## config.mk

```make
export PLATFORM = sky130hd
export DESIGN_NAME = update_frame_receiver_top_flat
export DESIGN_NICKNAME = d
export VERILOG_FILES = /design/src/rtl/ufr_pkg.sv /design/src/rtl/ufr_if.sv /design/src/rtl/ufr_ram.sv /design/src/rtl/ufr_datapath.sv /design/src/rtl/ufr_ctrl.sv /design/src/rtl/update_frame_receiver_top.sv /design/src/flat_wrapper.sv
export SDC_FILE = /design/constraint.sdc
export NUM_CORES = 1
export LEC_CHECK = 0
export BUFFER_PORTS_ARGS = -buffer_cell sky130_fd_sc_hd__buf_2
export CAP_MARGIN = 0
export CORE_ASPECT_RATIO = 1.2
export CORE_MARGIN = 3
export CORE_UTILIZATION = 50
export CTS_CLUSTER_DIAMETER = 200
export DETAILED_ROUTE_END_ITERATION = 16
export PLACE_DENSITY = 0.63
export REMOVE_ABC_BUFFERS = 1
export SYNTH_ARGS = -nofsm -noshare
export SYNTH_HDL_FRONTEND = slang
export SYNTH_SLANG_ARGS = --single-unit
```

## constraint.sdc

```tcl
create_clock -name i_clk -period 9.45 [get_ports i_clk]
set_input_delay 2.3625 -clock i_clk [delete_from_list [all_inputs] [get_ports i_clk]]
set_output_delay 2.3625 -clock i_clk [all_outputs]
set_load 0.05 [all_outputs]
```

## src/rtl/ufr_pkg.sv

```systemverilog
// Shared types, codes and the CRC16 step function of the update frame receiver.
package ufr_pkg;

    // Input command codes.
    localparam logic [2:0] CMD_BYTE    = 3'd0;
    localparam logic [2:0] CMD_FEND    = 3'd1;
    localparam logic [2:0] CMD_RXERR   = 3'd2;
    localparam logic [2:0] CMD_START   = 3'd3;
    localparam logic [2:0] CMD_END     = 3'd4;
    localparam logic [2:0] CMD_TIMEOUT = 3'd5;

    // Reply codes.
    localparam logic [2:0] RP_NONE     = 3'd0;
    localparam logic [2:0] RP_READY    = 3'd1;
    localparam logic [2:0] RP_OK       = 3'd2;
    localparam logic [2:0] RP_RETRY    = 3'd3;
    localparam logic [2:0] RP_NOTREADY = 3'd4;
    localparam logic [2:0] RP_RESTART  = 3'd5;

    localparam logic [15:0] CRC_INIT          = 16'hFFFF;
    localparam logic [15:0] CRC_POLY          = 16'hA001;
    localparam logic [7:0]  RETRY_LIMIT_RESET = 8'd10;

    // Commands from the controller to the datapath.
    typedef struct packed {
        logic       store_byte;
        logic       set_overflow;
        logic       clear_frame;
        logic       open_image;
        logic       load_retries;
        logic       dec_retries;
        logic       rel_start;
        logic       rel_read;
        logic       rel_emit;
        logic       msg_load;
        logic [2:0] msg_reply;
        logic       msg_done;
    } t_dp_cmd;

    // Status from the datapath to the controller.
    typedef struct packed {
        logic frame_good;
        logic count_zero;
        logic count_full;
        logic retries_zero;
        logic image_match;
        logic rel_last;
    } t_dp_stat;

    // One result beat.
    typedef struct packed {
        logic       write_valid;
        logic [7:0] write_byte;
        logic [2:0] reply;
        logic       update_done;
        logic       last;
    } t_result;

    // Reflected CRC16 over one byte, one bit per step.
    function automatic logic [15:0] crc16_byte(input logic [15:0] crc, input logic [7:0] b);
        logic [15:0] c;
        c = crc ^ {8'h00, b};
        for (int i = 0; i < 8; i++) begin
            c = c[0] ? ((c >> 1) ^ CRC_POLY) : (c >> 1);
        end
        return c;
    endfunction

endpackage

```

## src/rtl/ufr_if.sv

```systemverilog
// Valid/ready channel interfaces for the input, result and configuration beats.
interface ufr_in_if;
    logic        valid;
    logic        ready;
    logic [2:0]  command;
    logic [7:0]  data_byte;
    logic [15:0] check_value;

    modport source (output valid, command, data_byte, check_value, input ready);
    modport sink (input valid, command, data_byte, check_value, output ready);
endinterface

interface ufr_out_if;
    logic       valid;
    logic       ready;
    logic       write_valid;
    logic [7:0] write_byte;
    logic [2:0] reply;
    logic       update_done;
    logic       last;

    modport source (output valid, write_valid, write_byte, reply, update_done, last,
                    input ready);
    modport sink (input valid, write_valid, write_byte, reply, update_done, last,
                  output ready);
endinterface

interface ufr_cfg_if;
    logic       valid;
    logic       ready;
    logic [7:0] data;

    modport source (output valid, data, input ready);
    modport sink (input valid, data, output ready);
endinterface

```

## src/rtl/ufr_ram.sv

```systemverilog
// Generic single-write, single-read RAM with registered read data.
module ufr_ram #(
    parameter int WIDTH = 8,
    parameter int DEPTH = 64,
    localparam int AW = (DEPTH > 1) ? $clog2(DEPTH) : 1
) (
    input  logic             i_clk,
    input  logic             i_we,
    input  logic [AW-1:0]    i_waddr,
    input  logic [WIDTH-1:0] i_wdata,
    input  logic             i_re,
    input  logic [AW-1:0]    i_raddr,
    output logic [WIDTH-1:0] o_rdata
);

    logic [WIDTH-1:0] r_mem [DEPTH];
    logic [WIDTH-1:0] r_rdata;

    always_ff @(posedge i_clk) begin
        if (i_we) begin
            r_mem[i_waddr] <= i_wdata;
        end
        if (i_re) begin
            r_rdata <= r_mem[i_raddr];
        end
    end

    assign o_rdata = r_rdata;

endmodule

```

## src/rtl/ufr_datapath.sv

```systemverilog
// Datapath: frame buffer, frame and image CRCs, retry counter and result register.
module ufr_datapath import ufr_pkg::*; #(
    parameter int FRAME_BYTES = 64
) (
    input  logic        i_clk,
    input  logic        i_rst_n,
    input  t_dp_cmd     i_cmd,
    input  logic [7:0]  i_data_byte,
    input  logic [15:0] i_check_value,
    input  logic        i_cfg_we,
    input  logic [7:0]  i_cfg_data,
    output t_dp_stat    o_stat,
    output t_result     o_res
);

    localparam int AW = (FRAME_BYTES > 1) ? $clog2(FRAME_BYTES) : 1;
    localparam int CW = $clog2(FRAME_BYTES + 1);

    logic [7:0]    r_retry_limit;
    logic [7:0]    r_retries_left, n_retries_left;
    logic [15:0]   r_frame_crc, n_frame_crc;
    logic [15:0]   r_image_crc, n_image_crc;
    logic [CW-1:0] r_byte_count, n_byte_count;
    logic          r_overflow, n_overflow;
    logic [CW-1:0] r_rel_idx, n_rel_idx;
    logic [7:0]    rdata;
    t_result       r_res;

    ufr_ram #(
        .WIDTH (8),
        .DEPTH (FRAME_BYTES)
    ) u_frame_store (
        .i_clk   (i_clk),
        .i_we    (i_cmd.store_byte),
        .i_waddr (r_byte_count[AW-1:0]),
        .i_wdata (i_data_byte),
        .i_re    (i_cmd.rel_read),
        .i_raddr (r_rel_idx[AW-1:0]),
        .o_rdata (rdata)
    );

    always_comb begin
        n_retries_left = r_retries_left;
        n_frame_crc    = r_frame_crc;
        n_image_crc    = r_image_crc;
        n_byte_count   = r_byte_count;
        n_overflow     = r_overflow;
        n_rel_idx      = r_rel_idx;

        if (i_cmd.store_byte) begin
            n_frame_crc  = crc16_byte(r_frame_crc, i_data_byte);
            n_byte_count = CW'(r_byte_count + CW'(1));
        end
        if (i_cmd.set_overflow) begin
            n_overflow = 1'b1;
        end
        if (i_cmd.clear_frame || i_cmd.open_image) begin
            n_frame_crc  = CRC_INIT;
            n_byte_count = '0;
            n_overflow   = 1'b0;
        end
        if (i_cmd.open_image) begin
            n_image_crc = CRC_INIT;
        end
        if (i_cmd.rel_emit) begin
            n_image_crc = crc16_byte(r_image_crc, rdata);
            n_rel_idx   = CW'(r_rel_idx + CW'(1));
        end
        if (i_cmd.rel_start) begin
            n_rel_idx = '0;
        end
        if (i_cmd.load_retries || i_cmd.open_image) begin
            n_retries_left = r_retry_limit;
        end
        if (i_cmd.dec_retries) begin
            n_retries_left = r_retries_left - 8'd1;
        end
    end

    always_ff @(posedge i_clk) begin
        if (!i_rst_n) begin
            r_retry_limit  <= RETRY_LIMIT_RESET;
            r_retries_left <= RETRY_LIMIT_RESET;
            r_frame_crc    <= CRC_INIT;
            r_image_crc    <= CRC_INIT;
            r_byte_count   <= '0;
            r_overflow     <= 1'b0;
            r_rel_idx      <= '0;
        end else begin
            if (i_cfg_we) begin
                r_retry_limit <= i_cfg_data;
            end
            r_retries_left <= n_retries_left;
            r_frame_crc    <= n_frame_crc;
            r_image_crc    <= n_image_crc;
            r_byte_count   <= n_byte_count;
            r_overflow     <= n_overflow;
            r_rel_idx      <= n_rel_idx;
        end
    end

    // Result register: either a released buffer byte (the last one with the OK reply) or a single reply.
    always_ff @(posedge i_clk) begin
        if (i_cmd.rel_emit) begin
            r_res.write_valid <= 1'b1;
            r_res.write_byte  <= rdata;
            r_res.reply       <= o_stat.rel_last ? RP_OK : RP_NONE;
            r_res.update_done <= 1'b0;
            r_res.last        <= o_stat.rel_last;
        end else if (i_cmd.msg_load) begin
            r_res.write_valid <= 1'b0;
            r_res.write_byte  <= 8'h00;
            r_res.reply       <= i_cmd.msg_reply;
            r_res.update_done <= i_cmd.msg_done;
            r_res.last        <= 1'b1;
        end
    end

    assign o_res = r_res;

    assign o_stat.frame_good   = !r_overflow && (r_frame_crc == i_check_value);
    assign o_stat.count_zero   = (r_byte_count == '0);
    assign o_stat.count_full   = (r_byte_count == CW'(FRAME_BYTES));
    assign o_stat.retries_zero = (r_retries_left == 8'd0);
    assign o_stat.image_match  = (r_image_crc == i_check_value);
    assign o_stat.rel_last     = (CW'(r_rel_idx + CW'(1)) == r_byte_count);

endmodule

```

## src/rtl/ufr_ctrl.sv

```systemverilog
// Controller: image phase, command decode, buffer release sequencing and output valid.
module ufr_ctrl import ufr_pkg::*; (
    input  logic       i_clk,
    input  logic       i_rst_n,
    input  logic       i_in_valid,
    input  logic [2:0] i_command,
    input  logic       i_out_ready,
    input  t_dp_stat   i_stat,
    output logic       o_in_ready,
    output logic       o_out_valid,
    output t_dp_cmd    o_cmd
);

    localparam logic [1:0] PH_IDLE = 2'd0;
    localparam logic [1:0] PH_RECV = 2'd1;
    localparam logic [1:0] PH_DONE = 2'd2;

    localparam logic [1:0] ST_ACCEPT = 2'd0;
    localparam logic [1:0] ST_READ   = 2'd1;
    localparam logic [1:0] ST_EMIT   = 2'd2;

    logic [1:0] r_phase, n_phase;
    logic [1:0] r_state, n_state;
    logic       r_out_valid, n_out_valid;
    logic       slot_free;
    logic       accept;

    assign slot_free  = !r_out_valid || i_out_ready;
    assign o_in_ready = (r_state == ST_ACCEPT) && slot_free;
    assign accept     = i_in_valid && o_in_ready;

    always_comb begin
        n_phase     = r_phase;
        n_state     = r_state;
        n_out_valid = r_out_valid && !i_out_ready;
        o_cmd       = '0;

        unique case (r_state)
            ST_ACCEPT: begin
                if (accept && r_phase != PH_DONE && i_command <= CMD_TIMEOUT) begin
                    if (r_phase != PH_RECV) begin
                        if (i_command == CMD_START) begin
                            o_cmd.open_image = 1'b1;
                            o_cmd.msg_load   = 1'b1;
                            o_cmd.msg_reply  = RP_READY;
                            n_phase          = PH_RECV;
                        end else if (i_command == CMD_RXERR) begin
                            o_cmd.msg_load  = 1'b1;
                            o_cmd.msg_reply = RP_NOTREADY;
                        end
                    end else begin
                        unique case (i_command)
                            CMD_BYTE: begin
                                if (i_stat.count_full) begin
                                    o_cmd.set_overflow = 1'b1;
                                end else begin
                                    o_cmd.store_byte = 1'b1;
                                end
                            end
                            CMD_FEND, CMD_RXERR: begin
                                if (i_command == CMD_FEND && i_stat.frame_good) begin
                                    if (i_stat.count_zero) begin
                                        o_cmd.clear_frame  = 1'b1;
                                        o_cmd.load_retries = 1'b1;
                                        o_cmd.msg_load     = 1'b1;
                                        o_cmd.msg_reply    = RP_OK;
                                    end else begin
                                        // The frame is cleared once its last byte leaves.
                                        o_cmd.rel_start = 1'b1;
                                        n_state         = ST_READ;
                                    end
                                end else begin
                                    o_cmd.clear_frame = 1'b1;
                                    o_cmd.msg_load    = 1'b1;
                                    if (i_stat.retries_zero) begin
                                        o_cmd.msg_reply = RP_RESTART;
                                        n_phase         = PH_IDLE;
                                    end else begin
                                        o_cmd.msg_reply   = RP_RETRY;
                                        o_cmd.dec_retries = 1'b1;
                                    end
                                end
                            end
                            CMD_START: begin
                                o_cmd.open_image = 1'b1;
                                o_cmd.msg_load   = 1'b1;
                                o_cmd.msg_reply  = RP_READY;
                            end
                            CMD_END: begin
                                o_cmd.clear_frame = 1'b1;
                                o_cmd.msg_load    = 1'b1;
                                if (i_stat.image_match) begin
                                    o_cmd.msg_reply = RP_OK;
                                    o_cmd.msg_done  = 1'b1;
                                    n_phase         = PH_DONE;
                                end else begin
                                    o_cmd.msg_reply = RP_RESTART;
                                    n_phase         = PH_IDLE;
                                end
                            end
                            CMD_TIMEOUT: begin
                                o_cmd.clear_frame  = 1'b1;
                                o_cmd.load_retries = 1'b1;
                                o_cmd.msg_load     = 1'b1;
                                o_cmd.msg_reply    = RP_OK;
                            end
                            default: begin
                            end
                        endcase
                    end
                    if (o_cmd.msg_load) begin
                        n_out_valid = 1'b1;
                    end
                end
            end
            ST_READ: begin
                o_cmd.rel_read = 1'b1;
                n_state        = ST_EMIT;
            end
            ST_EMIT: begin
                if (slot_free) begin
                    o_cmd.rel_emit = 1'b1;
                    n_out_valid    = 1'b1;
                    if (i_stat.rel_last) begin
                        o_cmd.clear_frame  = 1'b1;
                        o_cmd.load_retries = 1'b1;
                        n_state            = ST_ACCEPT;
                    end else begin
                        n_state = ST_READ;
                    end
                end
            end
            default: begin
                n_state = ST_ACCEPT;
            end
        endcase
    end

    always_ff @(posedge i_clk) begin
        if (!i_rst_n) begin
            r_phase     <= PH_IDLE;
            r_state     <= ST_ACCEPT;
            r_out_valid <= 1'b0;
        end else begin
            r_phase     <= n_phase;
            r_state     <= n_state;
            r_out_valid <= n_out_valid;
        end
    end

    assign o_out_valid = r_out_valid;

endmodule

```

## src/rtl/update_frame_receiver_top.sv

```systemverilog
// Update frame receiver: registered-result wrapper of controller, datapath and frame buffer.
// Replies: a beat that calls for one reply shows it on the output in the cycle after acceptance.
// Throughput: one input beat per cycle while the result register is free or being drained;
// a good frame of n bytes releases them one by one (buffer read, then emit once the result
// register is free) through the registered read port, and takes no input meanwhile.
// Reset: synchronous, active low; buffer contents stay undefined and need no clearing pass.
module update_frame_receiver_top import ufr_pkg::*; #(
    parameter int FRAME_BYTES = 64
) (
    input  logic i_clk,
    input  logic i_rst_n,
    ufr_in_if.sink    i_in,
    ufr_out_if.source o_out,
    ufr_cfg_if.sink   i_cfg
);

    t_dp_cmd  cmd;
    t_dp_stat stat;
    t_result  res;
    logic     cfg_we;

    assign i_cfg.ready = 1'b1;
    assign cfg_we      = i_cfg.valid && i_cfg.ready;

    ufr_ctrl u_ctrl (
        .i_clk       (i_clk),
        .i_rst_n     (i_rst_n),
        .i_in_valid  (i_in.valid),
        .i_command   (i_in.command),
        .i_out_ready (o_out.ready),
        .i_stat      (stat),
        .o_in_ready  (i_in.ready),
        .o_out_valid (o_out.valid),
        .o_cmd       (cmd)
    );

    ufr_datapath #(
        .FRAME_BYTES (FRAME_BYTES)
    ) u_datapath (
        .i_clk         (i_clk),
        .i_rst_n       (i_rst_n),
        .i_cmd         (cmd),
        .i_data_byte   (i_in.data_byte),
        .i_check_value (i_in.check_value),
        .i_cfg_we      (cfg_we),
        .i_cfg_data    (i_cfg.data),
        .o_stat        (stat),
        .o_res         (res)
    );

    assign o_out.write_valid = res.write_valid;
    assign o_out.write_byte  = res.write_byte;
    assign o_out.reply       = res.reply;
    assign o_out.update_done = res.update_done;
    assign o_out.last        = res.last;

endmodule

```

## src/flat_wrapper.sv

```systemverilog
// flat-port wrapper written by rule: the top's interface ports become plain ports
module update_frame_receiver_top_flat import ufr_pkg::*;
#(
    parameter int FRAME_BYTES = 64
)
  (i_clk, i_rst_n, i_in_valid, i_in_command, i_in_data_byte, i_in_check_value, i_in_ready, o_out_valid, o_out_write_valid, o_out_write_byte, o_out_reply, o_out_update_done, o_out_last, o_out_ready, i_cfg_valid, i_cfg_data, i_cfg_ready);
  ufr_in_if i_in_i ();
  ufr_out_if o_out_i ();
  ufr_cfg_if i_cfg_i ();
  input  logic i_clk;
  input  logic i_rst_n;
  input wire logic [$bits(i_in_i.valid)-1:0] i_in_valid;
  input wire logic [$bits(i_in_i.command)-1:0] i_in_command;
  input wire logic [$bits(i_in_i.data_byte)-1:0] i_in_data_byte;
  input wire logic [$bits(i_in_i.check_value)-1:0] i_in_check_value;
  output wire logic [$bits(i_in_i.ready)-1:0] i_in_ready;
  output wire logic [$bits(o_out_i.valid)-1:0] o_out_valid;
  output wire logic [$bits(o_out_i.write_valid)-1:0] o_out_write_valid;
  output wire logic [$bits(o_out_i.write_byte)-1:0] o_out_write_byte;
  output wire logic [$bits(o_out_i.reply)-1:0] o_out_reply;
  output wire logic [$bits(o_out_i.update_done)-1:0] o_out_update_done;
  output wire logic [$bits(o_out_i.last)-1:0] o_out_last;
  input wire logic [$bits(o_out_i.ready)-1:0] o_out_ready;
  input wire logic [$bits(i_cfg_i.valid)-1:0] i_cfg_valid;
  input wire logic [$bits(i_cfg_i.data)-1:0] i_cfg_data;
  output wire logic [$bits(i_cfg_i.ready)-1:0] i_cfg_ready;
  assign i_in_i.valid = i_in_valid;
  assign i_in_i.command = i_in_command;
  assign i_in_i.data_byte = i_in_data_byte;
  assign i_in_i.check_value = i_in_check_value;
  assign i_in_ready = i_in_i.ready;
  assign o_out_valid = o_out_i.valid;
  assign o_out_write_valid = o_out_i.write_valid;
  assign o_out_write_byte = o_out_i.write_byte;
  assign o_out_reply = o_out_i.reply;
  assign o_out_update_done = o_out_i.update_done;
  assign o_out_last = o_out_i.last;
  assign o_out_i.ready = o_out_ready;
  assign i_cfg_i.valid = i_cfg_valid;
  assign i_cfg_i.data = i_cfg_data;
  assign i_cfg_ready = i_cfg_i.ready;
  update_frame_receiver_top #(.FRAME_BYTES(FRAME_BYTES)) u_core (.i_clk(i_clk), .i_rst_n(i_rst_n), .i_in(i_in_i), .o_out(o_out_i), .i_cfg(i_cfg_i));
endmodule
```

* After elaboration in Yosys (flattened, before gate mapping) *
Memories as Yosys holds them, arrays and structs flattened. A register that Yosys moved wholly into a read port is not among the register bits.
Index checks and enable logic that the tools add are counted.

operators by class
  reductions and logical operators = 27
  $add $sub $neg = 3
  mux-type cells = 85
  equality and inequality tests = 22
  bitwise gates (word level) = 19
  magnitude comparators = 1

operators by type and width
  operator             number
  $mux 16              18
  $not 2->3            16
  $eq 16x16->1         2
  $mux 2               16
  $xor 16x8->16        2
  $mux 4               7
  $mux 13              2
  $mux 1               25
  $mux 8               2
  $pmux 4 s4           1
  $add 7x1->7 const B  2
  $mux 3               4
  $reduce_and 6->1     2
  $mux 5               2
  $ne 2x1->1 const B   5
  $pmux 1 s2           5
  $logic_not 8->1      1
  $ne 2x2->1 const B   4
  $reduce_or 2->1      4
  $sub 8x1->8 const B  1
  $eq 7x7->1           1
  $eq 7x7->1 const B   1
  $logic_and 1x1->1    7
  $logic_not 7->1      1
  other kinds (18)     26

word-level totals
  output and inout bits = 17
  register bits after elaboration = 82
  memories kept = 1
  RAM bits = 512

memories
  name                                   words  width  read ports  clocked after Yosys merged registers in  write ports  line           RTL
  u_core.u_datapath.u_frame_store.r_mem  64     8      1           1                                        1            ufr_ram.sv:16  logic [WIDTH-1:0] r_mem [DEPTH];

* Logic depth before layout (Yosys ltp) *
  depth after elaboration = 18
  gate-level depth with buffers = 10

* Hierarchy *
Synthesis repeated with hierarchy kept, for this count alone.

unflattened totals
  cells, all modules = 1488
  area total of the unflattened synthesis = 24921.4 um^2

by module, submodules not included
  module                     area an instance (um^2)  times used  cells each  seq. area each (um^2)
  ufr_ram                    20270.7                  1           972         15615.0
  ufr_datapath               4051.4                   1           437         1661.6
  ufr_ctrl                   588.1                    1           77          100.1
  update_frame_receiver_top  11.3                     1           2           0.0

* Least setup slack after synthesis *
No wires, ideal clock.

  path type = input port to output port
  start point = input port o_out_ready
  end point = output port i_in_ready
  path buffers = 0
  required time = 7088 ps
  setup slack = 3590 ps
  stages on the path = 2
  arrival time = 3497 ps
  cell sequence = nor2b_1 nor3_1

between the ends
  word-level cells in the longest chain between the ends = 2

ends and longest elaborated chain
  item                line                RTL
  start: declaration  flat_wrapper.sv:23  input wire logic [$bits(o_out_i.ready)-1:0] o_out_ready;
  $logic_or 1x1->1    ufr_ctrl.sv:28      assign slot_free = !r_out_valid || i_out_ready;
  $logic_and 1x1->1   ufr_ctrl.sv:29      assign o_in_ready = (r_state == ST_ACCEPT) && slot_free;
  end: declaration    flat_wrapper.sv:16  output wire logic [$bits(i_in_i.ready)-1:0] i_in_ready;

No other way between the ends.

* Worst setup path after layout *
  start point = input port o_out_ready
  end point = memory u_core.u_datapath.u_frame_store.r_mem[3][2] (enable)

between the ends
  word-level cells in the longest chain between the ends = 9

ends and longest elaborated chain
  item                            line            RTL
  $logic_or 1x1->1                ufr_ctrl.sv:28
  $logic_and 1x1->1               ufr_ctrl.sv:29
  $logic_and 1x1->1               ufr_ctrl.sv:30  assign accept = i_in_valid && o_in_ready;
  $logic_and 1x1->1 (2 in a row)  ufr_ctrl.sv:40  if (accept && r_phase != PH_DONE && i_command <= CMD_TIMEOUT) begin
  $mux 7                          ufr_ctrl.sv:40
  $mux 2                          ufr_ctrl.sv:38  unique case (r_state)
  $mux 1                          ufr_ram.sv:20   if (i_we) begin
  $mux 1 (implied by the code)    ufr_ram.sv:21   r_mem[i_waddr] <= i_wdata;
  end: declaration                ufr_ram.sv:16

No other way between the ends.

==> out/qor.yml <==
power:
  static-leakage-power_uw: 0.00844
  max-vdd-ir-drop_mv: 0.137
  post-layout-total-power_uw: 5330
  power_density_mw_per_mm2: 195
placement:
  dp_hpwl_um: 36000
  place_ws_ns: 3.17
  routabilityCongestion: 0.850
  place.port_buffers: 55
sta:
  finalClockSkew_ns: 0.0200
  setup_violations: 0
  period_utilisation_layout_pct: 60.2
  fmaxAchievable_mhz: 176
  post-route-worst-setup-slack_ns: 3.76
  timing.final.crit_period_ns: 5.69
  finalSetupTns_ns: 0
  final-hold-violation-count: 0
  slew_violations: 0
  setup_repair_after_global_routing_missed_its_margin: "false"
  tightest_slew_ns: 1.01
  whs_ns: 0.446
  slew_headroom_pct: 32.7
route:
  route.detailed.wl_per_inst_um: 27.2
  routed-via-count: 12500
  route.antenna.remaining_nets: 0
  totalWireLength_um: 56600
  drt-initial-drc-count: 1072
  drcViolationCount: 0
  dr.pass1.iters: 5
  viasPerCell: 6.03
setup_path:
  data_required_time_at_the_worst_endpoint_ns: 9.67
  element_type_at_the_critical_path_start: "input port"
  crit_fanout: 27
  crit_path_capture_type: "register"
  crit_chain: "buf_2, nand2b_1, nand3_1, nor4b_2, buf_4, nand2_1, nor2_1, nand3_1, nor2_1"
  critPathMaxStageDelay_ns: 0.78
  timing.critical_path.arrival_ns: 5.92
  cpLargestDelayFamily: "simple AND/OR/NAND/NOR gates"
  crit_type: "input port to register"
  critical_path.slowest_cell: "nor2_1"
  ff2ff_setup_slack_ns: 4.93
  cp_num_buf_inv: 2
finish:
  storage_cell_area_mm2: 0.0174
  n_fill_cell: 3599
  drive_above_1_share_pct: 23.6
  nNetsFinal: 1448
  postLayoutCoreUtil_pct: 56.6
  multiInputGateArea_mm2: 0.00683
  area_delta_synth_final_pct: 11.3
synthesis:
  mappedNetlistArea_mm2: 0.0246
  ys_ff_latch: 602
  synth.yosys.warnings: 0
  fraction_of_registers_with_async_set_or_reset_after_synthesis_pct: 0
  synth-main-ff-cell: "edfxtp_1"
  synth_cell_type_count: 62
  synth-edff-count: 532
  post_synth_inst_count: 1344
  avgSynthCellArea_um2: 18.3
  synth_seq_area_share_pct: 70.7
global_routing:
  antenna_found_initial: 1
  grt_pass1_wl_um: 85400
  vias_in_the_first_global_route: 12700
  grt_start_max_net_pins: 68
  residual_overflow_from_global_routing: 0
  track_usage_pct: 22.0
clocking:
  clockBufferDepth: 3
  clk_pin_slew_ns: 0.06
  cts_repair_resize_count: 0
  numCtsBuffers: 57
  latest_clock_arrival_within_the_worst_skew_pair_ns: 0.61
  numClockSinks: 602
  ctsRootBufferMaster: "clkbuf_16"
  cts_setup_buffers: 0
  cts_hold_buf: 0
  cts_tree: "yes"
  htree_num_levels: 2
floorplanning:
  die_height_um: 249
  design.portCount: 57
  fp.dieW_um: 208
  die-area_mm2: 0.0519
  row_count: 88
  start_util_pct: 50.8
  core_area_mm2: 0.0483
run:
  maxCapViolCount: 0
run_status:
  status: "finished clean"
min_path:
  worstHoldPathType: "register to register"
[through the flow]
step	cells	cell area, um2
after floorplan	1271	24200
after global placement	1974	25500
after detailed placement	1974	25500
after CTS	2075	27400
after global routing	2075	27400
final	2076	27400
[cell usage after synthesis, drive strengths merged (2+ instances only)]
| cell type | number | area [um2] |
|---|---|---|
| a211oi | 2 | 15.0 |
| a21boi | 3 | 22.5 |
| a21oi | 12 | 60.1 |
| a221o | 2 | 31.3 |
| a311oi | 4 | 35.0 |
| a31oi | 2 | 12.5 |
| and2 | 15 | 93.8 |
| and4 | 2 | 17.5 |
| buf | 35 | 190 |
| clkbuf | 38 | 143 |
| dfxtp | 70 | 1400 |
| edfxtp | 532 | 16000 |
| ha | 5 | 62.6 |
| inv | 12 | 45.0 |
| mux2i | 11 | 110 |
| mux4 | 168 | 3780 |
| nand2 | 46 | 173 |
| nand2b | 8 | 50.1 |
| nand3 | 35 | 180 |
| nand3b | 3 | 22.5 |
| nand4 | 7 | 43.8 |
| nand4b | 2 | 17.5 |
| nor2 | 115 | 432 |
| nor2b | 13 | 81.3 |
| nor3 | 22 | 110 |
| nor3b | 2 | 31.3 |
| nor4 | 11 | 68.8 |
| nor4b | 2 | 17.5 |
| o211ai | 10 | 75.1 |
| o21ai | 24 | 120 |
| o311ai | 4 | 35.0 |
| o31ai | 6 | 45.0 |
| or3 | 6 | 37.5 |
| or3b | 2 | 17.5 |
| xnor2 | 38 | 333 |
| xnor3 | 3 | 67.6 |
| xor2 | 55 | 482 |
[sequential cells by signal, summed over array words and instances, names as in the netlist]
register                                 flops
u_core.u_datapath.r_byte_count               7
u_core.u_ctrl.r_phase                        2
u_core.u_datapath.r_rel_idx                  7
u_core.u_ctrl.r_state                        2
u_core.u_datapath.r_overflow                 1
u_core.u_ctrl.o_out_valid                    1
u_core.u_datapath.o_res                     14
u_core.u_datapath.u_frame_store.o_rdata      8
u_core.u_datapath.r_retries_left             8
u_core.u_datapath.r_image_crc               16
u_core.u_datapath.r_retry_limit              8
u_core.u_datapath.r_frame_crc               16
u_core.u_datapath.u_frame_store.r_mem      512
[worst paths after layout]
check                                                  startpoint                                           to  depth (start not counted)
worst max-delay path                                  o_out_ready  u_core.u_datapath.u_frame_store.r_mem[3][2]                          9
worst max register to register  u_core.u_datapath.r_byte_count[3]  u_core.u_datapath.u_frame_store.r_mem[3][2]                          7
worst min-delay path                  u_core.u_datapath.o_res[13]                  u_core.u_datapath.o_res[13]                          1
worst min register to register        u_core.u_datapath.o_res[13]                  u_core.u_datapath.o_res[13]                          1
[power breakdown]
part	switching [uW]	internal [uW]	leakage, uW
Sequential	2.50	2890	0.00536
Combinational	86.4	29.2	0.00219
Clock	968	1350	0.000895
[kinds of logic after synthesis]
group,Yosys count,share of synthesized area [%]
DFF,602,70.7
and+or+nand+nor,293,5.72
muxes,179,15.8
xor gates and xnor gates,96,3.59
buffers and inverters,86,1.55
AOI/OAI and AO/OA,82,2.32
adders and majority gates,5,0.255
other,1,0.0153
[cell type report]
type	count	share of cell area, %
Antenna cell	1	0.00915
Sequential cell	602	63.6
Multi-Input combinational cell	656	25.0
Clock buffer	64	5.31
Timing Repair Buffer	73	1.50
Clock inverter	37	1.60
Inverter	13	0.178
Tap cell	630	2.88
[layer usage]
layer  part of all wire [%]  wire, um  up-vias  GRT usage, %
met1                     41     23000     6513          29.7
met2                     51     28700      443          36.9
met5                      0         0        -             0
li1                       -         -     5461             -
met3                    5.3      3020       92          3.43
met4                    3.4      1900        0          7.54
[cell usage in the layout (no fill, tap or decap), types with 4 or more instances in the layout]
| master | instances |
|---|---|
| a21oi_1 | 12 |
| a311oi_1 | 4 |
| and2_1 | 15 |
| buf_2 | 55 |
| buf_4 | 18 |
| bufinv_16 | 9 |
| clkbuf_1 | 7 |
| clkbuf_16 | 57 |
| clkinv_1 | 10 |
| clkinv_2 | 5 |
| clkinvlp_4 | 8 |
| dfxtp_1 | 66 |
| edfxtp_1 | 532 |
| ha_1 | 5 |
| inv_1 | 12 |
| mux2i_1 | 11 |
| mux4_2 | 168 |
| nand2_1 | 46 |
| nand2b_1 | 8 |
| nand3_1 | 34 |
| nand4_1 | 7 |
| nor2_1 | 114 |
| nor2b_1 | 13 |
| nor3_1 | 22 |
| nor4_1 | 11 |
| o211ai_1 | 10 |
| o21ai_0 | 24 |
| o31ai_1 | 6 |
| or3_1 | 6 |
| xnor2_1 | 38 |
| xor2_1 | 55 |
Power figures use the tool's default switching activity.
